[config.mk]
export PLATFORM = sky130hd
export DESIGN_NAME = drrip_rrpv_unit
export DESIGN_NICKNAME = d
export VERILOG_FILES = /design/src/hdl/drrip_pkg.sv /design/src/hdl/drrip_rrpv_unit.sv
export SDC_FILE = /design/constraint.sdc
export NUM_CORES = 1
export LEC_CHECK = 0
export BUFFER_PORTS_ARGS = -buffer_cell sky130_fd_sc_hd__buf_2
export CORE_MARGIN = 1
export CORE_UTILIZATION = 53
export DETAILED_ROUTE_END_ITERATION = 16
export PLACE_DENSITY = 0.89
export SETUP_SLACK_MARGIN = 0.3
export SLEW_MARGIN = 20
export SYNTH_ARGS = -nofsm -noshare
export SYNTH_HDL_FRONTEND = slang
export SYNTH_SLANG_ARGS = --single-unit
export TNS_END_PERCENT = 10
[constraint.sdc]
create_clock -name vclk -period 5.96
set_clock_uncertainty 0.1 [all_clocks]
set_input_delay 0.596 -clock vclk [all_inputs]
set_output_delay 0.596 -clock vclk [all_outputs]
set_load 0.005 [all_outputs]
[src/hdl/drrip_pkg.sv]
`default_nettype none
package drrip_pkg;

  // Field widths fixed by the interface
  localparam int ACT_W    = 1;
  localparam int SET_IN_W = 11;
  localparam int WAY_IN_W = 4;
  localparam int ADDR_W   = 64;

  // Request kinds
  localparam logic ACT_VICTIM = 1'b0;
  localparam logic ACT_UPDATE = 1'b1;

  // RRPV values
  localparam logic [1:0] RRPV_NEAR = 2'd0;
  localparam logic [1:0] RRPV_LONG = 2'd2;
  localparam logic [1:0] RRPV_MAX  = 2'd3;

  // Set dueling selector
  localparam int          PSEL_W         = 10;
  localparam logic [9:0]  PSEL_TOP       = 10'd1023;
  localparam logic [9:0]  PSEL_START     = 10'd512;
  localparam logic [9:0]  PSEL_THRESHOLD = 10'd511;

  // BRRIP fill counter wraps at its width (mask 0x1F)
  localparam int FILL_W = 5;

  // Stream confidence
  localparam logic [1:0] CONF_MAX    = 2'd3;
  localparam logic [1:0] CONF_STREAM = 2'd2;

  typedef enum logic [1:0] {
    ST_CLEAR,
    ST_IDLE,
    ST_EXEC
  } state_t;

  typedef struct packed {
    logic [1:0]        conf;
    logic [ADDR_W-1:0] stride;
    logic [ADDR_W-1:0] prev_addr;
  } stride_entry_t;

  typedef struct packed {
    logic       is_victim;
    logic [1:0] ins;
  } row_ctl_t;

endpackage
`default_nettype wire

[src/hdl/drrip_rrpv_unit.sv]
`default_nettype none
module drrip_rrpv_unit #(
  parameter int WAYS = 16,
  localparam int WW = $clog2(WAYS)
) (
  input  wire drrip_pkg::row_ctl_t                 ctl,
  input  wire logic [drrip_pkg::WAY_IN_W-1:0]      way,
  input  wire logic [2*WAYS-1:0]                   row,
  output logic      [2*WAYS-1:0]                   row_nxt,
  output logic      [WW-1:0]                       victim
);

  logic              hi_any;
  logic              lo_any;
  logic              both_any;
  logic [1:0]        top;
  logic [1:0]        add;
  logic [2*WAYS-1:0] aged;

  // Largest RRPV as an OR reduction over the row
  always_comb begin
    hi_any   = 1'b0;
    lo_any   = 1'b0;
    both_any = 1'b0;
    for (int w = 0; w < WAYS; w++) begin
      hi_any   = hi_any | row[2*w+1];
      lo_any   = lo_any | row[2*w];
      both_any = both_any | (row[2*w+1] & row[2*w]);
    end
    top = hi_any ? {1'b1, both_any} : {1'b0, lo_any};
    add = drrip_pkg::RRPV_MAX - top;
  end

  always_comb begin
    victim = '0;
    for (int w = WAYS - 1; w >= 0; w--) begin
      aged[2*w +: 2] = row[2*w +: 2] + add;
      if (aged[2*w +: 2] == drrip_pkg::RRPV_MAX) begin
        victim = WW'(w);
      end
    end
  end

  // Out-of-range way leaves the row untouched
  always_comb begin
    if (ctl.is_victim) begin
      row_nxt = aged;
    end else begin
      row_nxt = row;
      for (int w = 0; w < WAYS; w++) begin
        if (32'(way) == w) begin
          row_nxt[2*w +: 2] = ctl.ins;
        end
      end
    end
  end

endmodule
`default_nettype wire

==> results.py <==
metrics = {
    "status": {
        "status": "completed",
    },
    "final_layout": {
        "layout-drive-gt1-share_pct": 26.4,
        "nNetsFinal": 409,
        "register_area_um2": 0,
        "area_delta_synth_final_pct": 18.8,
        "finalNonFillerCells": 398,
        "diodes": 0,
        "seq_cell_count": 0,
        "clkbuf_count": 0,
    },
    "cts": {
        "post_cts_resized": 0,
        "postCtsSetupRepairBufs": 0,
        "cts_hold_buf": 0,
    },
    "critical_path": {
        "required_ns": 5.26,
        "startpoint_type": "primary input",
        "cp_cell_sequence": "buf_2 > nor4_2 > and4_1 > or3_1 > o21ai_1 > buf_4 > ha_1 > or3_1 > and3_1 > a221oi_1 > o31a_1 > o22ai_1 > buf_2",
        "critPathMaxFanout": 15,
        "end_kind": "output port",
        "crit_type": "in -> out",
        "cp.arrival_ns": 4.12,
        "critPathMaxStageDelay_ns": 0.69,
        "cp_slowest_cell": "and4_1",
        "crit_start": "row[9]",
    },
    "route": {
        "drt_pass1_iterations": 4,
        "drc": 0,
        "dr.max_layer_used": "met4",
        "drt-initial-drc-count": 159,
        "drt-met1-wl_um": 2990,
        "viasPerCell": 6.40,
        "totalWireLength_um": 6830,
        "routed-wl-met3_um": 486,
        "wl_per_cell_um": 17.2,
        "via_count": 2549,
        "dr_wl_met2_um": 3240,
        "postRouteAntennaNets": 0,
    },
    "sta": {
        "drv_slew": 0,
        "final.period_utilization_pct": 80.9,
        "tightestPinTransition_ns": 0.722,
        "setup_viol": 0,
        "finalWorstSetupSlack_ns": 1.14,
        "max_freq_mhz": 207,
        "tns_ns": 0,
        "finalHoldViolCount": 0,
        "grt_setup_unrepaired": "false",
        "slew_headroom_pct": 51.8,
        "min_period_ns": 4.82,
    },
    "place": {
        "place_hpwl_um": 5420,
        "dpl_worst_slack_ns": 1.23,
        "placed_cells": 398,
        "routabilityCongestion": 1.00,
        "numPortBuffers": 75,
    },
    "logic_synthesis": {
        "netlist.area_leader.share_pct": 11.5,
        "yosys.area.top_type": "mux2i_1",
        "synthTopCellsByArea": "mux2i_1, ha_1, nor2_1",
        "ys_seq_area_share_pct": 0,
        "yosys_warnings": 0,
        "synthesis.area_um2": 2010,
        "syn_nets": 346,
        "synth.distinct_cells": 43,
        "synthCells": 291,
        "postSynthAreaPerCell_um2": 6.90,
    },
    "die": {
        "die_height_um": 63.5,
        "core_area_um2": 3470,
        "fp-row-count": 21,
        "initial_core_util_pct": 57.9,
        "num_io_pins": 75,
        "dieArea_um2": 4040,
        "fp.dieW_um": 63.5,
    },
    "global_routing": {
        "first_global_vias": 2312,
        "overflow": 0,
        "grt_max_degree": 51,
        "grt_usage_pct": 33.7,
        "antenna_found_initial": 0,
        "grt_pass1_wl_um": 11000,
    },
    "pwr": {
        "peakVddDrop_uv": 52.5,
        "leakage_nw": 1.03,
        "pwr_density_cell_nw_per_um2": 61.5,
    },
    "worst_hold_path": {
        "min_path_type": "in -> out",
        "hp-start": "row[17]",
    },
    "job": {
        "max-cap-violations": 0,
    },
}
path summary, 6_finish.rpt:
path	end	slack, ns	depth (start not counted)
worst max-delay path	victim[0]	1.14	13
worst min-delay path	row_nxt[17]	1.45	3
per-stage QoR:
step | instance area, um2 | util [%] | power (mW) | hold WS [ns]
6_report | 2380 | 68.8 | 0.147 | 1.45
5_1_grt | 2380 | 68.8 | 0.160 | 1.48
4_1_cts | 2380 | 68.7 | 0.144 | 1.45
3_5_place_dp | 2380 | 68.7 | 0.143 | 1.45
3_3_place_gp | 2380 | 68.7 | 0.141 | 1.44
2_1_floorplan | 2010 | - | 0.0820 | 1.21
synthesized netlist by cell type, types with 2 or more instances:
library cell,instances
a211oi_1,16
a21oi_1,8
a221oi_1,2
a22oi_1,6
a31oi_1,2
a32o_1,5
a32oi_1,4
a41oi_1,4
buf_4,2
clkbuf_1,13
ha_1,16
inv_1,4
mux2_2,3
mux2i_1,23
nand2_1,35
nand2b_1,13
nand4_1,3
nor2_1,39
nor2b_1,2
nor3_1,18
nor4_1,8
nor4_2,4
o21a_1,5
o21ai_0,17
o21ai_1,2
o31a_1,2
o31ai_1,2
or3_1,4
xnor2_1,9
xnor2_2,5
xnor3_1,3
placed cells by master (no fill, tap or decap), drive strengths merged, types with 2 or more instances in the layout:
| cell type | instances |
|---|---|
| inv | 4 |
| xnor2 | 15 |
| o31ai | 2 |
| buf | 78 |
| nor2b | 2 |
| a41oi | 4 |
| o21ai | 19 |
| mux2 | 3 |
| a221oi | 2 |
| or3 | 4 |
| mux2i | 23 |
| nor4 | 12 |
| o31a | 2 |
| a21oi | 8 |
| nand2 | 35 |
| nor3 | 18 |
| a31oi | 2 |
| a32o | 5 |
| a22oi | 6 |
| a32oi | 4 |
| xnor3 | 3 |
| o21a | 5 |
| nand2b | 13 |
| ha | 16 |
| nand4 | 3 |
| nor2 | 39 |
| a211oi | 16 |
layout make-up:
class                      instances  area (um2)
fill                             337        1080
tap                               46        57.6
inverter                           4        15.0
multi-input combinational        270        1910
timing repair buffer              78         398
routing by layer:
layer | GRT usage (%) | vias up
li1 | - | 1226
met1 | 43.6 | 1176
met2 | 59.8 | 128
met3 | 2.36 | 19
met4 | 7.67 | 0
met5 | 0 | -
report_power, final:
part           total (mW)  internal (mW)  switching [mW]
Sequential              0              0               0
Clock                   0              0               0
Combinational       0.147         0.0609          0.0858
Total               0.147         0.0609          0.0858
critical path, delay by kind of cell:
family	cells	cell delay, ns
adders and majority gates	1	0.22
and+or+nand+nor	5	2.00
AOI/OAI and AO/OA	4	0.74
buffers and inverters	3	0.55
kinds of logic (layout without fill, tap and decap cells):
family | after synthesis | count (layout) | synth area share (%)
AO/OA/AOI/OAI | 78 | 78 | 27.1
XOR/XNOR | 19 | 19 | 13.2
adder cells (fa/ha/maj) | 16 | 16 | 9.97
buffers and inverters | 21 | 82 | 4.74
multiplexers | 26 | 26 | 13.2
AND/OR/NAND/NOR | 131 | 131 | 31.9
No activity file was read; power rests on OpenSTA's default activity.
