File: config.mk
export PLATFORM = sky130hd
export DESIGN_NAME = drrip_stride_unit
export DESIGN_NICKNAME = d
export VERILOG_FILES = /design/src/hdl/drrip_pkg.sv /design/src/hdl/drrip_stride_unit.sv
export SDC_FILE = /design/constraint.sdc
export NUM_CORES = 1
export LEC_CHECK = 0
export BUFFER_PORTS_ARGS = -buffer_cell sky130_fd_sc_hd__buf_2
export CAP_MARGIN = 20
export CELL_PAD_IN_SITES_DETAIL_PLACEMENT = 0
export CELL_PAD_IN_SITES_GLOBAL_PLACEMENT = 1
export CORE_MARGIN = 4
export CORE_UTILIZATION = 34
export DETAILED_ROUTE_END_ITERATION = 12
export PLACE_DENSITY_LB_ADDON = 0.1
export SYNTH_ARGS = -nofsm -noshare
export SYNTH_HDL_FRONTEND = slang
export SYNTH_SLANG_ARGS = --single-unit
File: constraint.sdc
create_clock -name vclk -period 4
set_input_delay 0 -clock vclk [all_inputs]
set_output_delay 0 -clock vclk [all_outputs]
set_load 0.005 [all_outputs]
File: src/hdl/drrip_pkg.sv
`default_nettype none
package drrip_pkg;

  // Field widths fixed by the interface
  localparam int ACT_W    = 1;
  localparam int SET_IN_W = 11;
  localparam int WAY_IN_W = 4;
  localparam int ADDR_W   = 64;

  // Request kinds
  localparam logic ACT_VICTIM = 1'b0;
  localparam logic ACT_UPDATE = 1'b1;

  // RRPV values
  localparam logic [1:0] RRPV_NEAR = 2'd0;
  localparam logic [1:0] RRPV_LONG = 2'd2;
  localparam logic [1:0] RRPV_MAX  = 2'd3;

  // Set dueling selector
  localparam int          PSEL_W         = 10;
  localparam logic [9:0]  PSEL_TOP       = 10'd1023;
  localparam logic [9:0]  PSEL_START     = 10'd512;
  localparam logic [9:0]  PSEL_THRESHOLD = 10'd511;

  // BRRIP fill counter wraps at its width (mask 0x1F)
  localparam int FILL_W = 5;

  // Stream confidence
  localparam logic [1:0] CONF_MAX    = 2'd3;
  localparam logic [1:0] CONF_STREAM = 2'd2;

  typedef enum logic [1:0] {
    ST_CLEAR,
    ST_IDLE,
    ST_EXEC
  } state_t;

  typedef struct packed {
    logic [1:0]        conf;
    logic [ADDR_W-1:0] stride;
    logic [ADDR_W-1:0] prev_addr;
  } stride_entry_t;

  typedef struct packed {
    logic       is_victim;
    logic [1:0] ins;
  } row_ctl_t;

endpackage
`default_nettype wire

File: src/hdl/drrip_stride_unit.sv
`default_nettype none
module drrip_stride_unit (
  input  wire drrip_pkg::stride_entry_t          ent,
  input  wire logic [drrip_pkg::ADDR_W-1:0]      addr,
  output drrip_pkg::stride_entry_t               ent_nxt,
  output logic                                   streaming
);

  logic [drrip_pkg::ADDR_W-1:0] stride;
  logic                         match;
  logic [1:0]                   conf_n;

  always_comb begin
    stride = addr - ent.prev_addr;
    match  = (ent.stride != '0) && (stride == ent.stride);
    if (match) begin
      conf_n = (ent.conf == drrip_pkg::CONF_MAX) ? ent.conf : ent.conf + 2'd1;
    end else begin
      conf_n = (ent.conf == 2'd0) ? ent.conf : ent.conf - 2'd1;
    end
    streaming         = (conf_n >= drrip_pkg::CONF_STREAM);
    ent_nxt.conf      = conf_n;
    ent_nxt.stride    = stride;
    ent_nxt.prev_addr = addr;
  end

endmodule
`default_nettype wire

==> run_summary.xml <==
<?xml version="1.0" encoding="UTF-8"?>
<metrics>
  <group name="status">
    <metric name="run_status" unit="">complete, no violations</metric>
  </group>
  <group name="cts">
    <metric name="number_of_buffers_inserted_by_hold_repair_at_cts" unit="">0</metric>
  </group>
  <group name="yosys">
    <metric name="synth.yosys.seq_area_share" unit="">0</metric>
    <metric name="share_of_yosys_cell_area_claimed_by_the_top_area_cell_type" unit="">0.1093</metric>
    <metric name="yosysTopAreaCell" unit="">sky130_fd_sc_hd__ha_1</metric>
    <metric name="mappedNetlistNets" unit="">1386</metric>
    <metric name="ys.warnings.count" unit="">0</metric>
    <metric name="netlist_area" unit="um2">7330</metric>
    <metric name="synth_top_cells_by_count" unit="">sky130_fd_sc_hd__nand2_1 (98), sky130_fd_sc_hd__nor2_1 (92), sky130_fd_sc_hd__a21oi_1 (89), sky130_fd_sc_hd__inv_1 (87), sky130_fd_sc_hd__o21ai_0 (66)</metric>
    <metric name="synth.distinct_cells" unit="">81</metric>
    <metric name="synth.most_common_cell" unit="">sky130_fd_sc_hd__nand2_1</metric>
    <metric name="post_synth_inst_count" unit="">1127</metric>
    <metric name="synth.top_cells.by_area" unit="">sky130_fd_sc_hd__ha_1 (11%), sky130_fd_sc_hd__xnor2_1 (7.3%), sky130_fd_sc_hd__buf_4 (6.7%), sky130_fd_sc_hd__xor2_1 (6.2%), sky130_fd_sc_hd__a21oi_1 (6.1%)</metric>
    <metric name="synthesis.area_per_instance" unit="um2">6.504</metric>
  </group>
  <group name="power_and_ir_drop">
    <metric name="p_sw" unit="mW">1.136</metric>
    <metric name="combPwrFrac" unit="">1.000</metric>
    <metric name="irDropWorstVdd" unit="mV">0.07920</metric>
    <metric name="totalPowerFinal" unit="mW">2.053</metric>
    <metric name="leakagePower" unit="nW">4.984</metric>
    <metric name="clock_power_share" unit="">0</metric>
    <metric name="powerDensity" unit="nW/um2">201.5</metric>
    <metric name="p_int" unit="uW">916.9</metric>
    <metric name="seqPwrFrac" unit="">0</metric>
    <metric name="power.share.switching" unit="">0.5535</metric>
  </group>
  <group name="setup_path">
    <metric name="max_stage_delay" unit="ps">500</metric>
    <metric name="worstPathCellList" unit="">buf_2 &gt; ha_2 &gt; nand4_4 &gt; or3_4 &gt; a21oi_4 &gt; nor3_1 &gt; o211a_1 &gt; or3_4 &gt; mux2_4 &gt; or4_1 &gt; or4_1 &gt; nor3_2 &gt; and4_4 &gt; maj3_1 &gt; buf_2</metric>
    <metric name="worst_ep_required_time" unit="ps">4000</metric>
    <metric name="critical_path.startpoint_type" unit="">input pin</metric>
    <metric name="timing.setup.critical_path_class" unit="">in2out</metric>
    <metric name="worstSetupEndpointType" unit="">output pin</metric>
    <metric name="cp.arrival" unit="ps">3870</metric>
    <metric name="timing.critical_path.fanout_max" unit="">6</metric>
    <metric name="worst_path_max_delay_cell" unit="">sky130_fd_sc_hd__or4_1</metric>
  </group>
  <group name="place">
    <metric name="portBuffers" unit="">325</metric>
    <metric name="place.detailed.hpwl" unit="um">34420</metric>
    <metric name="post_dp_cell_area" unit="um2">10030</metric>
    <metric name="place_worst_setup_slack" unit="ps">-168.6</metric>
    <metric name="routabilityCongestion" unit="">0.9721</metric>
    <metric name="post-place-cells" unit="">1798</metric>
  </group>
  <group name="sta">
    <metric name="hold_viol_final" unit="">0</metric>
    <metric name="maxSlewHeadroom" unit="">0.4367</metric>
    <metric name="final_worst_hold_slack" unit="ps">182.2</metric>
    <metric name="final_critical_path_setup_slack" unit="ps">128.7</metric>
    <metric name="tns" unit="ps">0</metric>
    <metric name="timing.final.max_slew_violations" unit="">0</metric>
    <metric name="least_margin_pin_slew" unit="ps">836.1</metric>
    <metric name="rsz_0062_raised_after_global_routing" unit="">no</metric>
    <metric name="min_period" unit="ps">3871</metric>
    <metric name="maxClockFrequency" unit="MHz">258.3</metric>
    <metric name="period_share" unit="">0.9678</metric>
    <metric name="setup_viol" unit="">0</metric>
  </group>
  <group name="global_routing">
    <metric name="grt_util_all_layers" unit="">0.2998</metric>
    <metric name="antenna_found_initial" unit="">0</metric>
    <metric name="grt_max_degree" unit="">12</metric>
    <metric name="grt_pass1_vias" unit="">9682</metric>
    <metric name="gr-total-overflow" unit="">0</metric>
    <metric name="grt_first_pass_wirelength" unit="um">55880</metric>
  </group>
  <group name="routing">
    <metric name="number_of_nets_with_antenna_violations_after_routing" unit="">0</metric>
    <metric name="initialDrtViolationCount" unit="">660</metric>
    <metric name="route.detailed.wl_per_inst" unit="um">21.31</metric>
    <metric name="remaining_drc_errors" unit="">0</metric>
    <metric name="routed-via-count" unit="">9934</metric>
    <metric name="avgViaCountPerCell" unit="">5.516</metric>
    <metric name="drt-total-wl" unit="um">38380</metric>
    <metric name="detailedRoute.firstPassIterationCount" unit="">5</metric>
  </group>
  <group name="layout">
    <metric name="fin_util" unit="">0.4832</metric>
    <metric name="multiInputGateArea" unit="um2">6436</metric>
    <metric name="final_layout_net_count" unit="">1787</metric>
    <metric name="antenna_cells_inserted" unit="">0</metric>
    <metric name="sequential_cell_area" unit="um2">0</metric>
    <metric name="sequential_cell_total" unit="">0</metric>
    <metric name="nFillCells" unit="">2342</metric>
    <metric name="final_design_area_no_fill" unit="um2">10190</metric>
    <metric name="layoutNonFillerInstCount" unit="">1801</metric>
    <metric name="area_delta_synth_final" unit="%">39.02</metric>
    <metric name="clockBufferCount" unit="">0</metric>
    <metric name="drive_gt1_frac" unit="">0.3644</metric>
  </group>
  <group name="floorplanning">
    <metric name="die_y" unit="um">154.8</metric>
    <metric name="die_width" unit="um">154.8</metric>
    <metric name="floorplan.initialDensity" unit="">0.3476</metric>
    <metric name="ioPinCount" unit="">325</metric>
    <metric name="die_area" unit="um2">23970</metric>
    <metric name="placementRows" unit="">53</metric>
    <metric name="floorplan_core_area" unit="um2">21090</metric>
  </group>
  <group name="hold_path">
    <metric name="min-delay-path-class" unit="">in2out</metric>
  </group>
  <group name="job">
    <metric name="drv.max_cap_violation_count" unit="">0</metric>
  </group>
</metrics>
critical path: cells and delay by family:
family	cells	cell delay, ps
adder cells (fa/ha/maj)	2	570
AO/OA/AOI/OAI	2	450
multiplexers	1	300
AND/OR/NAND/NOR	8	2350
buffers and inverters	2	210
routing by layer:
layer / up-vias / track usage / wire length (um)
met5: - / 0 / 0
met4: 0 / 0.09546 / 1505
met3: 74 / 0.03665 / 2899
met2: 471 / 0.5185 / 17960
met1: 4520 / 0.3875 / 16010
li1: 4869 / - / -
layout make-up:
| type | instances | area share |
|---|---|---|
| Tap cell | 275 | 0.03377 |
| Timing Repair Buffer | 519 | 0.3026 |
| Inverter | 87 | 0.03205 |
| Multi-Input combinational cell | 920 | 0.6316 |
cell families (layout without fill, tap and decap cells):
group	after synthesis	in the layout	share of synthesized area
compound gates	317	317	0.2858
xor+xnor	121	121	0.1601
fa+ha+maj	68	68	0.1161
buf+inv	207	606	0.1403
mux	6	6	0.008876
simple gates	408	408	0.2888
final timing paths:
check | from | end | slack, ps | depth (start not counted)
min | addr[57] | ent_nxt[57] | 180 | 2
max | addr[9] | streaming | 130 | 15
power groups by stage:
stage | registers, mW | clock network, mW | logic, mW
floorplan | 0 | 0 | 1.04
global placement | 0 | 0 | 1.99
detailed placement | 0 | 0 | 1.99
CTS | 0 | 0 | 2.00
global route | 0 | 0 | 2.21
finish | 0 | 0 | 2.05
what timing repair did:
item / in CTS / in global routing
endpoints found under the setup margin: 3 / 3
setup buffers: 0 / 3
gates cloned: 0 / 0
pin swaps: 1 / 5
resized for setup: 3 / 31
layout by cell type, fill, tap and decap left out, types with 4 or more instances in the layout:
cell / n
sky130_fd_sc_hd__nand4b_1: 4
sky130_fd_sc_hd__and4_1: 7
sky130_fd_sc_hd__o2111ai_1: 6
sky130_fd_sc_hd__a21oi_1: 89
sky130_fd_sc_hd__nand2_1: 98
sky130_fd_sc_hd__a22oi_1: 4
sky130_fd_sc_hd__xnor2_1: 60
sky130_fd_sc_hd__a21boi_0: 5
sky130_fd_sc_hd__o21ai_0: 63
sky130_fd_sc_hd__mux2i_1: 5
sky130_fd_sc_hd__a21o_1: 20
sky130_fd_sc_hd__xnor3_1: 5
sky130_fd_sc_hd__nand3b_1: 5
sky130_fd_sc_hd__buf_2: 325
sky130_fd_sc_hd__o31ai_1: 4
sky130_fd_sc_hd__nor3b_1: 4
sky130_fd_sc_hd__nand4_1: 55
sky130_fd_sc_hd__o21a_1: 10
sky130_fd_sc_hd__o21ai_1: 5
sky130_fd_sc_hd__a221o_1: 4
sky130_fd_sc_hd__and2_1: 13
sky130_fd_sc_hd__nor4_1: 25
sky130_fd_sc_hd__or3_1: 10
sky130_fd_sc_hd__o2bb2ai_1: 5
sky130_fd_sc_hd__a211oi_1: 16
sky130_fd_sc_hd__nor3_1: 22
sky130_fd_sc_hd__or4_1: 5
sky130_fd_sc_hd__nor2b_1: 11
sky130_fd_sc_hd__and3_1: 4
sky130_fd_sc_hd__nand2b_1: 11
sky130_fd_sc_hd__o211ai_1: 11
sky130_fd_sc_hd__nor2_1: 91
sky130_fd_sc_hd__inv_1: 87
sky130_fd_sc_hd__buf_4: 194
sky130_fd_sc_hd__a31oi_1: 6
sky130_fd_sc_hd__or2_2: 5
sky130_fd_sc_hd__o21bai_1: 11
sky130_fd_sc_hd__nand3_1: 21
sky130_fd_sc_hd__xor2_1: 52
sky130_fd_sc_hd__ha_1: 61
Note: power is estimated with default switching activity, not from simulation.
